$ cat config.mk
export PLATFORM = sky130hd
export DESIGN_NAME = alignment_flag_statistics_top_flat
export DESIGN_NICKNAME = d
export VERILOG_FILES = /design/src/design/afs_pkg.sv /design/src/design/afs_if.sv /design/src/design/afs_decode.sv /design/src/design/afs_bank.sv /design/src/design/alignment_flag_statistics_top.sv /design/src/flat_wrapper.sv
export VERILOG_INCLUDE_DIRS = /design/src /design/src/design
export SDC_FILE = /design/constraint.sdc
export NUM_CORES = 2
export LEC_CHECK = 0
export BUFFER_PORTS_ARGS = -buffer_cell sky130_fd_sc_hd__buf_2
export CAP_MARGIN = 40
export CORE_ASPECT_RATIO = 2
export CORE_MARGIN = 1.5
export CORE_UTILIZATION = 30
export CTS_CLUSTER_SIZE = 20
export DETAILED_ROUTE_END_ITERATION = 8
export SLEW_MARGIN = 20
export SYNTH_ARGS = -nofsm -noshare
export SYNTH_HDL_FRONTEND = slang
export SYNTH_SLANG_ARGS = --single-unit
$ cat constraint.sdc
create_clock -name i_clk -period 11.78 [get_ports i_clk]
set_input_delay 0 -clock i_clk [delete_from_list [all_inputs] [get_ports i_clk]]
set_output_delay 0 -clock i_clk [all_outputs]
set_load 0.03 [all_outputs]
$ cat src/design/alignment_flag_statistics_top_macros.svh
// assertion macros shared by the flag statistics block
`ifndef ALIGNMENT_FLAG_STATISTICS_TOP_MACROS_SVH
`define ALIGNMENT_FLAG_STATISTICS_TOP_MACROS_SVH

`ifndef SYNTHESIS
// check a property while out of reset
`define AFS_ASSERT(label, clk, rst_n, prop) \
    label: assert property (@(posedge clk) disable iff (!rst_n) prop) \
        else $error("afs assertion failed");
// check a property at every edge, reset included
`define AFS_ASSERT_ALWAYS(label, clk, prop) \
    label: assert property (@(posedge clk) prop) \
        else $error("afs assertion failed");
`else
`define AFS_ASSERT(label, clk, rst_n, prop)
`define AFS_ASSERT_ALWAYS(label, clk, prop)
`endif

`endif

$ cat src/design/afs_pkg.sv
// shared types and constants of the alignment flag statistics block
`default_nettype none

package afs_pkg;

    localparam int unsigned COUNT_WIDTH = 40;
    localparam int unsigned NUM_CAT     = 13;
    localparam int unsigned BANK_DEPTH  = 2 * NUM_CAT;
    localparam int unsigned IDX_W       = 5;
    localparam int unsigned FLAG_W      = 12;
    localparam int unsigned QUAL_W      = 8;
    localparam int unsigned REF_W       = 32;
    localparam int unsigned APB_AW      = 3;
    localparam int unsigned APB_DW      = 32;

    // item functions
    localparam logic FUNC_ACCOUNT = 1'b0;
    localparam logic FUNC_READ    = 1'b1;

    // register indexes
    localparam logic REG_HQ_THRESHOLD = 1'b0;
    localparam logic [QUAL_W-1:0] HQ_THRESHOLD_RESET = 8'd5;

    // flag bit positions
    localparam int unsigned FB_PAIRED    = 0;
    localparam int unsigned FB_PROPER    = 1;
    localparam int unsigned FB_UNMAP     = 2;
    localparam int unsigned FB_MUNMAP    = 3;
    localparam int unsigned FB_READ1     = 6;
    localparam int unsigned FB_READ2     = 7;
    localparam int unsigned FB_SECONDARY = 8;
    localparam int unsigned FB_QCFAIL    = 9;
    localparam int unsigned FB_DUP       = 10;
    localparam int unsigned FB_SUPP      = 11;

    // counter categories within one class
    localparam int unsigned CAT_TOTAL       = 0;
    localparam int unsigned CAT_SECONDARY   = 1;
    localparam int unsigned CAT_SUPP        = 2;
    localparam int unsigned CAT_DUP         = 3;
    localparam int unsigned CAT_MAPPED      = 4;
    localparam int unsigned CAT_PAIRED      = 5;
    localparam int unsigned CAT_READ1       = 6;
    localparam int unsigned CAT_READ2       = 7;
    localparam int unsigned CAT_PROPER      = 8;
    localparam int unsigned CAT_BOTH_MAPPED = 9;
    localparam int unsigned CAT_SINGLETON   = 10;
    localparam int unsigned CAT_DIFF_REF    = 11;
    localparam int unsigned CAT_DIFF_REF_HQ = 12;

    typedef logic [COUNT_WIDTH-1:0] t_count;

    // counter increments decoded from one record
    typedef struct packed {
        logic               qc_fail;
        logic [NUM_CAT-1:0] cat;
    } t_bump;

endpackage

`default_nettype wire

$ cat src/design/afs_if.sv
// stream interfaces for records in and counter values out
`default_nettype none

interface afs_in_if;
    logic                                valid;
    logic                                ready;
    logic                                func;
    logic [afs_pkg::FLAG_W-1:0]          flag_word;
    logic signed [afs_pkg::REF_W-1:0]    reference_id;
    logic signed [afs_pkg::REF_W-1:0]    mate_reference_id;
    logic [afs_pkg::QUAL_W-1:0]          mapping_quality;
    logic [afs_pkg::IDX_W-1:0]           counter_index;

    modport source (
        output valid, func, flag_word, reference_id, mate_reference_id,
               mapping_quality, counter_index,
        input  ready
    );
    modport sink (
        input  valid, func, flag_word, reference_id, mate_reference_id,
               mapping_quality, counter_index,
        output ready
    );
endinterface

interface afs_out_if;
    logic                  valid;
    logic                  ready;
    afs_pkg::t_count       counter_value;

    modport source (output valid, counter_value, input ready);
    modport sink (input valid, counter_value, output ready);
endinterface

`default_nettype wire

$ cat src/design/afs_decode.sv
// flag word decoder: which counters one record bumps
`default_nettype none

module afs_decode (
    input  wire logic [afs_pkg::FLAG_W-1:0]       i_flag_word,
    input  wire logic signed [afs_pkg::REF_W-1:0] i_reference_id,
    input  wire logic signed [afs_pkg::REF_W-1:0] i_mate_reference_id,
    input  wire logic [afs_pkg::QUAL_W-1:0]       i_mapping_quality,
    input  wire logic [afs_pkg::QUAL_W-1:0]       i_hq_threshold,
    output afs_pkg::t_bump                        o_bump
);

    logic secondary;
    logic supp;
    logic unmap;
    logic munmap;
    logic pair_path;
    logic both_mapped;
    logic diff_ref;

    always_comb begin
        secondary   = i_flag_word[afs_pkg::FB_SECONDARY];
        supp        = i_flag_word[afs_pkg::FB_SUPP];
        unmap       = i_flag_word[afs_pkg::FB_UNMAP];
        munmap      = i_flag_word[afs_pkg::FB_MUNMAP];
        // pair statistics only for primary, non-supplementary paired records
        pair_path   = !secondary && !supp && i_flag_word[afs_pkg::FB_PAIRED];
        both_mapped = pair_path && !unmap && !munmap;
        diff_ref    = both_mapped && (i_reference_id != i_mate_reference_id);

        o_bump.qc_fail = i_flag_word[afs_pkg::FB_QCFAIL];
        o_bump.cat     = '0;
        o_bump.cat[afs_pkg::CAT_TOTAL]       = 1'b1;
        o_bump.cat[afs_pkg::CAT_SECONDARY]   = secondary;
        o_bump.cat[afs_pkg::CAT_SUPP]        = !secondary && supp;
        o_bump.cat[afs_pkg::CAT_DUP]         = i_flag_word[afs_pkg::FB_DUP];
        o_bump.cat[afs_pkg::CAT_MAPPED]      = !unmap;
        o_bump.cat[afs_pkg::CAT_PAIRED]      = pair_path;
        o_bump.cat[afs_pkg::CAT_READ1]       = pair_path && i_flag_word[afs_pkg::FB_READ1];
        o_bump.cat[afs_pkg::CAT_READ2]       = pair_path && i_flag_word[afs_pkg::FB_READ2];
        o_bump.cat[afs_pkg::CAT_PROPER]      = pair_path && i_flag_word[afs_pkg::FB_PROPER]
                                               && !unmap;
        o_bump.cat[afs_pkg::CAT_BOTH_MAPPED] = both_mapped;
        o_bump.cat[afs_pkg::CAT_SINGLETON]   = pair_path && munmap && !unmap;
        o_bump.cat[afs_pkg::CAT_DIFF_REF]    = diff_ref;
        o_bump.cat[afs_pkg::CAT_DIFF_REF_HQ] = diff_ref
                                               && (i_mapping_quality >= i_hq_threshold);
    end

endmodule

`default_nettype wire

$ cat src/design/afs_bank.sv
// bank of saturating statistics counters with one read port
`default_nettype none
`include "alignment_flag_statistics_top_macros.svh"

module afs_bank (
    input  wire logic                      i_clk,
    input  wire logic                      i_rst_n,
    input  wire logic                      i_bump_en,
    input  wire afs_pkg::t_bump            i_bump,
    input  wire logic [afs_pkg::IDX_W-1:0] i_rd_index,
    output afs_pkg::t_count                o_rd_value
);

    localparam afs_pkg::t_count COUNT_MAX = '1;

    // bank positions watched by the assertions
    localparam int unsigned IX_TOTAL       = afs_pkg::CAT_TOTAL;
    localparam int unsigned IX_MAPPED      = afs_pkg::CAT_MAPPED;
    localparam int unsigned IX_QC_TOTAL    = afs_pkg::NUM_CAT + afs_pkg::CAT_TOTAL;
    localparam int unsigned IX_QC_PAIRED   = afs_pkg::NUM_CAT + afs_pkg::CAT_PAIRED;
    localparam int unsigned IX_DIFF_REF    = afs_pkg::CAT_DIFF_REF;
    localparam int unsigned IX_DIFF_REF_HQ = afs_pkg::CAT_DIFF_REF_HQ;

    afs_pkg::t_count r_cnt [afs_pkg::BANK_DEPTH];
    logic [afs_pkg::BANK_DEPTH-1:0] hit;

    // class 0 occupies the lower half of the bank, qc-failed the upper
    always_comb begin
        for (int c = 0; c < afs_pkg::NUM_CAT; c++) begin
            hit[c]                    = i_bump_en && !i_bump.qc_fail && i_bump.cat[c];
            hit[afs_pkg::NUM_CAT + c] = i_bump_en && i_bump.qc_fail && i_bump.cat[c];
        end
    end

    always_ff @(posedge i_clk) begin
        if (!i_rst_n) begin
            for (int i = 0; i < afs_pkg::BANK_DEPTH; i++) begin
                r_cnt[i] <= '0;
            end
        end else begin
            for (int i = 0; i < afs_pkg::BANK_DEPTH; i++) begin
                if (hit[i] && (r_cnt[i] != COUNT_MAX)) begin
                    r_cnt[i] <= r_cnt[i] + afs_pkg::t_count'(1);
                end
            end
        end
    end

    always_comb begin
        if (i_rd_index < afs_pkg::IDX_W'(afs_pkg::BANK_DEPTH)) begin
            o_rd_value = r_cnt[i_rd_index];
        end else begin
            o_rd_value = '0;
        end
    end

    `AFS_ASSERT(a_total_covers_mapped, i_clk, i_rst_n, r_cnt[IX_TOTAL] >= r_cnt[IX_MAPPED])
    `AFS_ASSERT(a_qc_total_covers_paired, i_clk, i_rst_n, r_cnt[IX_QC_TOTAL] >= r_cnt[IX_QC_PAIRED])
    `AFS_ASSERT(a_diff_ref_covers_hq, i_clk, i_rst_n, r_cnt[IX_DIFF_REF] >= r_cnt[IX_DIFF_REF_HQ])

endmodule

`default_nettype wire

$ cat src/design/alignment_flag_statistics_top.sv
// top level of the alignment flag statistics block
`default_nettype none
`include "alignment_flag_statistics_top_macros.svh"

// Alignment flag statistics. Each input transfer either accounts one alignment
// record (func 0) into 26 saturating 40-bit counters, 13 per QC class, or reads
// one counter (func 1) selected by counter_index = class * 13 + category;
// indexes 26 to 31 read as zero. A record transfer yields no output transfer,
// a read yields exactly one. The block takes one item per clock unless stalled:
// each item waits in the input register, where the flag decode and all counter
// increments happen in parallel, and a read result then waits in the output
// register. The input stalls only while a read waits behind a result the sink
// has not taken.
// The quality threshold for the different-reference category lives at APB byte
// address 0 (reset value 5) and should be written only while the block is idle.
module alignment_flag_statistics_top (
    input  wire logic                         i_clk,
    input  wire logic                         i_rst_n,
    afs_in_if.sink                            i_in,
    afs_out_if.source                         o_out,
    input  wire logic                         psel,
    input  wire logic                         penable,
    input  wire logic                         pwrite,
    input  wire logic [afs_pkg::APB_AW-1:0]   paddr,
    input  wire logic [afs_pkg::APB_DW-1:0]   pwdata,
    output logic [afs_pkg::APB_DW-1:0]        prdata,
    output logic                              pready
);

    // configuration register
    logic [afs_pkg::QUAL_W-1:0] r_hq_threshold;
    logic                       reg_sel;

    assign pready  = 1'b1;
    assign reg_sel = (paddr[2] == afs_pkg::REG_HQ_THRESHOLD);
    assign prdata  = reg_sel ? afs_pkg::APB_DW'(r_hq_threshold) : '0;

    always_ff @(posedge i_clk) begin
        if (!i_rst_n) begin
            r_hq_threshold <= afs_pkg::HQ_THRESHOLD_RESET;
        end else if (psel && penable && pwrite && reg_sel) begin
            r_hq_threshold <= pwdata[afs_pkg::QUAL_W-1:0];
        end
    end

    // input register
    logic                              r_s1_valid;
    logic                              r_s1_func;
    logic [afs_pkg::FLAG_W-1:0]        r_s1_flag;
    logic signed [afs_pkg::REF_W-1:0]  r_s1_tid;
    logic signed [afs_pkg::REF_W-1:0]  r_s1_mtid;
    logic [afs_pkg::QUAL_W-1:0]        r_s1_qual;
    logic [afs_pkg::IDX_W-1:0]         r_s1_index;

    // output register
    logic                              r_out_valid;
    afs_pkg::t_count                   r_out_value;

    logic            s1_go;
    logic            rd_go;
    logic            in_xfer;
    afs_pkg::t_bump  bump;
    afs_pkg::t_count rd_value;

    // a read needs the output slot, an account never waits
    assign s1_go = r_s1_valid
                   && ((r_s1_func == afs_pkg::FUNC_ACCOUNT) || !r_out_valid || o_out.ready);
    assign rd_go      = s1_go && (r_s1_func == afs_pkg::FUNC_READ);
    assign i_in.ready = !r_s1_valid || s1_go;
    assign in_xfer    = i_in.valid && i_in.ready;

    always_ff @(posedge i_clk) begin
        if (!i_rst_n) begin
            r_s1_valid <= 1'b0;
        end else if (i_in.ready) begin
            r_s1_valid <= i_in.valid;
        end
    end

    always_ff @(posedge i_clk) begin
        if (in_xfer) begin
            r_s1_func  <= i_in.func;
            r_s1_flag  <= i_in.flag_word;
            r_s1_tid   <= i_in.reference_id;
            r_s1_mtid  <= i_in.mate_reference_id;
            r_s1_qual  <= i_in.mapping_quality;
            r_s1_index <= i_in.counter_index;
        end
    end

    afs_decode u_decode (
        .i_flag_word         (r_s1_flag),
        .i_reference_id      (r_s1_tid),
        .i_mate_reference_id (r_s1_mtid),
        .i_mapping_quality   (r_s1_qual),
        .i_hq_threshold      (r_hq_threshold),
        .o_bump              (bump)
    );

    afs_bank u_bank (
        .i_clk      (i_clk),
        .i_rst_n    (i_rst_n),
        .i_bump_en  (s1_go && (r_s1_func == afs_pkg::FUNC_ACCOUNT)),
        .i_bump     (bump),
        .i_rd_index (r_s1_index),
        .o_rd_value (rd_value)
    );

    always_ff @(posedge i_clk) begin
        if (!i_rst_n) begin
            r_out_valid <= 1'b0;
        end else if (rd_go) begin
            r_out_valid <= 1'b1;
        end else if (o_out.ready) begin
            r_out_valid <= 1'b0;
        end
    end

    always_ff @(posedge i_clk) begin
        if (rd_go) begin
            r_out_value <= rd_value;
        end
    end

    assign o_out.valid         = r_out_valid;
    assign o_out.counter_value = r_out_value;

    `AFS_ASSERT(a_read_fills_output, i_clk, i_rst_n, rd_go |=> r_out_valid)
    `AFS_ASSERT(a_no_spurious_result, i_clk, i_rst_n, (!r_out_valid && !rd_go) |=> !r_out_valid)
    `AFS_ASSERT_ALWAYS(a_reset_empties_pipe, i_clk, !i_rst_n |=> (!r_out_valid && !r_s1_valid))

endmodule

`default_nettype wire
$ cat src/flat_wrapper.sv
// flat-port wrapper written by rule: the top's interface ports become plain ports
module alignment_flag_statistics_top_flat 
  (i_clk, i_rst_n, psel, penable, pwrite, paddr, pwdata, prdata, pready, i_in_valid, i_in_func, i_in_flag_word, i_in_reference_id, i_in_mate_reference_id, i_in_mapping_quality, i_in_counter_index, i_in_ready, o_out_valid, o_out_counter_value, o_out_ready);
  afs_in_if i_in_i ();
  afs_out_if o_out_i ();
  input  wire logic i_clk;
  input  wire logic i_rst_n;
  input  wire logic psel;
  input  wire logic penable;
  input  wire logic pwrite;
  input  wire logic [afs_pkg::APB_AW-1:0] paddr;
  input  wire logic [afs_pkg::APB_DW-1:0] pwdata;
  output logic [afs_pkg::APB_DW-1:0] prdata;
  output logic pready;
  input wire logic [$bits(i_in_i.valid)-1:0] i_in_valid;
  input wire logic [$bits(i_in_i.func)-1:0] i_in_func;
  input wire logic [$bits(i_in_i.flag_word)-1:0] i_in_flag_word;
  input wire logic [$bits(i_in_i.reference_id)-1:0] i_in_reference_id;
  input wire logic [$bits(i_in_i.mate_reference_id)-1:0] i_in_mate_reference_id;
  input wire logic [$bits(i_in_i.mapping_quality)-1:0] i_in_mapping_quality;
  input wire logic [$bits(i_in_i.counter_index)-1:0] i_in_counter_index;
  output wire logic [$bits(i_in_i.ready)-1:0] i_in_ready;
  output wire logic [$bits(o_out_i.valid)-1:0] o_out_valid;
  output wire logic [$bits(o_out_i.counter_value)-1:0] o_out_counter_value;
  input wire logic [$bits(o_out_i.ready)-1:0] o_out_ready;
  assign i_in_i.valid = i_in_valid;
  assign i_in_i.func = i_in_func;
  assign i_in_i.flag_word = i_in_flag_word;
  assign i_in_i.reference_id = i_in_reference_id;
  assign i_in_i.mate_reference_id = i_in_mate_reference_id;
  assign i_in_i.mapping_quality = i_in_mapping_quality;
  assign i_in_i.counter_index = i_in_counter_index;
  assign i_in_ready = i_in_i.ready;
  assign o_out_valid = o_out_i.valid;
  assign o_out_counter_value = o_out_i.counter_value;
  assign o_out_i.ready = o_out_ready;
  alignment_flag_statistics_top u_core (.i_clk(i_clk), .i_rst_n(i_rst_n), .i_in(i_in_i), .o_out(o_out_i), .psel(psel), .penable(penable), .pwrite(pwrite), .paddr(paddr), .pwdata(pwdata), .prdata(prdata), .pready(pready));
endmodule
; Word-level counts from Yosys, hierarchy flattened
; Memories as Yosys holds them, arrays and structs flattened. A register that Yosys moved wholly into a read port is not among the register bits.
; Index checks and enable logic that the tools add are counted.
[word_totals]
regBits = 100
ram_bits = 1040
in_bits = 132
memories = 1
[mem_list]
columns = name, words, width, read_ports, rd_ports_with_merged_regs, wr, line
row1 = u_core.u_bank.r_cnt, 26, 40, 27, 1, 26, afs_bank.sv:24  ; afs_pkg::t_count r_cnt [afs_pkg::BANK_DEPTH];
[classes]
addsub = 26
order_cmp = 2
eq_ne = 27
n_mux = 108
bitwise = 28
n_reduce_logical = 84
[ops]
columns = cell, count
row1 = "adder 40 x 1 -> 40 bit, second input constant", 26
row2 = two-way mux 40 bit, 26
row3 = "!= test 40 bit, second input constant", 26
row4 = two-way mux 1 bit, 81
row5 = logical AND 1 bit, 72
row6 = != test 32 bit, 1
row7 = bitwise OR 1 bit, 26
row8 = greater-or-equal comparator 8 bit, 1
row9 = zero test 1 bit, 8
row10 = two-way mux 8 bit, 1
row11 = "< comparator 5 bit, second input constant", 1
row12 = logical OR 1 bit, 3
row13 = inverter 1 bit, 2
row14 = nonzero test 2 bit, 1

; Depth between registers and ports, before layout
[logic_depth]
ltp_word = 13
ltp_mapped = 10

; Modules after synthesis
; From an unflattened synthesis, not the netlist that was laid out.
[hier_totals]
cells_unflattened = 6431
area_unflattened_um2 = 70366.2
[modules_own_cells]
columns = module, n_inst, cells_each, area_each_um2, seq_area_each_um2
row1 = afs_bank, 1, 6133, 65064.9, 31230.0
row2 = alignment_flag_statistics_top, 1, 212, 4606.9, 4103.9
row3 = afs_decode, 1, 86, 694.4, 0.0

; Worst setup path after synthesis
; No wires, ideal clock.
[synth_timing]
kind = flip-flop to flip-flop
from = register u_core.r_s1_flag[8] in the netlist's numbering
to = memory u_core.u_bank.r_cnt[12][0] in the netlist's numbering (enable)
setup_ns = 0.548
t_arrival_ns = 5.650
t_required_ns = 11.232
slack_ns = 5.581
path_stages_with_launch = 7
n_path_buf = 2
path_cell_list = edfxtp_1 clkbuf_1 or3b_2 clkbuf_1 nor3_1 nand2_1 o41ai_1
[synth_lines]
columns = item, line
row1 = from (decl), alignment_flag_statistics_top.sv:49  ; logic [afs_pkg::FLAG_W-1:0] r_s1_flag;
row2 = from (signal assigned), alignment_flag_statistics_top.sv:83  ; r_s1_flag <= i_in.flag_word;
row3 = to (decl), afs_bank.sv:24

; Final worst setup path
[layout_timing]
from = register u_core.r_s1_index[1] in the netlist's numbering
to = register u_core.r_out_value[30], in the netlist u_core.o_out.counter_value[30] (read register of u_core.u_bank.r_cnt), data pin
[layout_via]
elab_chain_len = 2
[layout_lines]
columns = item, line
row1 = from (decl), alignment_flag_statistics_top.sv:53  ; logic [afs_pkg::IDX_W-1:0] r_s1_index;
row2 = from (signal assigned), alignment_flag_statistics_top.sv:87  ; r_s1_index <= i_in.counter_index;
row3 = < comparator 5 bit, afs_bank.sv:50  ; if (i_rd_index < afs_pkg::IDX_W'(afs_pkg::BANK_DEPTH)) begin
row4 = zero test 1 bit (no line), --
row5 = to (decl), alignment_flag_statistics_top.sv:57  ; afs_pkg::t_count r_out_value;
; Several ways; a longest one is shown, not always the timed one.
; A chain may end at the register's enable or synchronous reset.

==> flow_metrics.env <==
export IMPL_status="complete, no violations"
export IMPL_async_flop_share_pct=0
export IMPL_synth_compound_area_share_pct=4.01
export IMPL_cts_sinks=1178
export IMPL_synthAdderAreaFrac_pct=0.609
export IMPL_drt_pass1_iter_count=6
export IMPL_worstSetupStartpoint="u_core.r_s1_index[1]"
export IMPL_cts_hold_buf=201
export IMPL_grt_setup_unrepaired="no"
export IMPL_die_w_um=344
export IMPL_critical_path_max_fanout=94
export IMPL_hold_path_depth=2
export IMPL_final_setup_tns_ns=0
export IMPL_core_um2=232000
export IMPL_criticalPathCategory="register to register"
export IMPL_clk_pin_slew_ns=0.07
export IMPL_overflow=0
export IMPL_root_buffer="clkbuf_16"
export IMPL_syn_avg_cell_area_um2=10.9
export IMPL_drt_iter0_drc=4552
export IMPL_timing_fmax_ghz=0.249
export IMPL_grt_max_degree=108
export IMPL_synth_simple_area_share_pct=21.8
export IMPL_synth_ff_type="edfxtp_1"
export IMPL_setup_viol=0
export IMPL_whs_ns=0.0174
export IMPL_synth_top_area_share_pct=50.2
export IMPL_h_tree_depth=3
export IMPL_r2r_start="u_core.r_s1_index[1]"
export IMPL_hold_class="primary input to register"
export IMPL_ff2ff_path_depth=5
export IMPL_drc_errors=0
export IMPL_clk_latency_ns=0.77
export IMPL_final_hold_violation_count=0
export IMPL_crit_arrival_ns=4.48
export IMPL_synthCells=6411
export IMPL_post_cts_buffers=0
export IMPL_die_area_um2=236000
export IMPL_critPathRequiredTime_ns=12.24
export IMPL_slew_headroom_pct=23.4
export IMPL_grt_antenna_before_repair=8
export IMPL_hpwl_um=179000
export IMPL_grt_util_all_layers_pct=19.9
export IMPL_initial_core_util_pct=30.2
export IMPL_worstMarginPinSlew_ns=1.15
export IMPL_ctsResizeCount=0
export IMPL_wl_per_cell_um=24.4
export IMPL_synth_top_area_cell="edfxtp_1"
export IMPL_period_minus_slack_ns=4.01
export IMPL_leakagePower_nw=25.4
export IMPL_synth_top_family_by_area="simple AND/OR/NAND/NOR gates"
export IMPL_ios=207
export IMPL_powerDensity_nw_per_um2=120
export IMPL_grt_pass1_wl_um=351000
export IMPL_yosys_top_cells_area="edfxtp_1 (50%), mux4_2 (7.4%), xor2_1 (6.3%)"
export IMPL_die_h_um=686
export IMPL_synth_edf_count=1168
export IMPL_vias=54700
export IMPL_synth_xor_area_share_pct=11.2
export IMPL_slew_violations=0
export IMPL_port_buffer_count=153
export IMPL_endpoint_kind="register"
export IMPL_start_kind="register"
export IMPL_yosysWarningCount=0
export IMPL_irDropWorstVdd_mv=0.143
export IMPL_cts_tree="yes"
export IMPL_ant_nets=0
export IMPL_routed_wl_um=240000
export IMPL_final_common_cell="edfxtp_1"
export IMPL_synth_area_um2=69900
export IMPL_synthMuxAreaShare_pct=9.22
export IMPL_min_delay_start="i_in_flag_word[10]"
export IMPL_grt_pass1_vias=54500
export IMPL_synth_seq_cells=1178
export IMPL_rows=250
export IMPL_synth_seq_area_share_pct=50.5
export IMPL_cts_inserted_buffers=107
export IMPL_period_share_pct=34.1
export IMPL_cts_buffer_depth=3
export IMPL_nNetsFinal=6900
export IMPL_max_cap_viol_count=0
export IMPL_avgViaCountPerCell=5.56
export IMPL_synth_cell_types=72
export IMPL_fin_worst_skew_ns=0.0508
export IMPL_finalWeightedCongestion=1.01
export IMPL_drive_gt1_share_pct=12.2
export IMPL_layout_common_cells="edfxtp_1 (1168), nor2_1 (1046), xor2_1 (503)"
export IMPL_syn_to_final_growth_pct=15.1
-- through the flow --
stage	utilization [%]	total power, mW	instance area (um^2)	instances	setup WS [ns]
floorplan	-	5.64	70000	6434	5.58
global placement	32.1	6.03	74500	9406	7.58
detailed placement	32.3	6.06	74900	9441	7.89
CTS	34.7	9.72	80300	9835	7.85
global route	34.7	9.93	80400	9843	7.77
finish	34.7	9.69	80400	9846	7.77
-- worst max-delay path, stage by stage (launching register included) --
cell and delay [ns]:
edfxtp_1 0.62, buf_4 0.71, buf_12 0.52, mux4_2 0.59, a221oi_1 0.84, a221oi_1 0.11
-- layer usage --
| layer | global-route usage [%] | wire length [um] | share of wire (%) |
|---|---|---|---|
| met4 | 18.4 | 26100 | 11 |
| met5 | 0 | 12 | 0.0050 |
| met3 | 2.45 | 12100 | 5.1 |
| met1 | 19.8 | 78800 | 33 |
| met2 | 35.6 | 123000 | 51 |
-- power breakdown --
group / switching, mW / internal, mW
Clock: 1.78 / 1.86
Combinational: 0.568 / 0.381
Sequential: 0.285 / 4.82
Total: 2.63 / 7.06
-- layout make-up --
class,count,area (um^2)
Fill cell,22700,151000
Sequential cell,1178,35300
Timing Repair Buffer,528,4300
Clock inverter,75,712
Multi-Input combinational cell,4797,33200
Clock buffer,118,2720
Tap cell,3024,3780
Antenna cell,4,10.0
Inverter,122,465
-- path summary, 6_finish.rpt --
check | slack, ns | end
worst min register to register | 0.63 | u_core.u_bank.r_cnt[11][0]
worst max-delay path | 7.77 | u_core.o_out.counter_value[30]
worst min-delay path | 0.02 | u_core.r_s1_flag[10]
worst max register to register | 7.77 | u_core.o_out.counter_value[30]
-- sequential cells by signal (all words and copies together), names as in the netlist --
name / cells
u_core.u_bank.r_cnt: 1040
u_core.r_s1_flag: 10
u_core.o_out.counter_value: 40
u_core.r_s1_func: 1
u_core.r_s1_index: 5
u_core.r_s1_mtid: 32
u_core.r_s1_valid: 1
u_core.r_s1_tid: 32
u_core.o_out.valid: 1
u_core.r_s1_qual: 8
u_core.r_hq_threshold: 8
-- Yosys cell counts, types with 29 or more instances --
cell and n:
a21oi_1 133, a221oi_1 46, and2_1 50, and3_1 140
and4_1 102, buf_2 45, buf_4 30, clkbuf_1 235
edfxtp_1 1168, ha_1 34, inv_1 121, mux2i_1 93
mux4_2 231, nand2_1 407, nand2b_1 29, nand3_1 407
nand4_1 343, nor2_1 1049, nor3_1 164, nor4_1 172
o21ai_0 95, or3_1 78, or4_1 37, xnor2_1 388
xor2_1 503
-- logic make-up after synthesis --
| logic type | count (synthesis) |
|---|---|
| AOI/OAI and AO/OA | 432 |
| and+or+nand+nor | 3063 |
| DFF | 1178 |
| other | 2 |
| buffers and inverters | 459 |
| muxes | 352 |
| xor gates and xnor gates | 891 |
| adders and majority gates | 34 |
(Power assumes the default switching activity.)
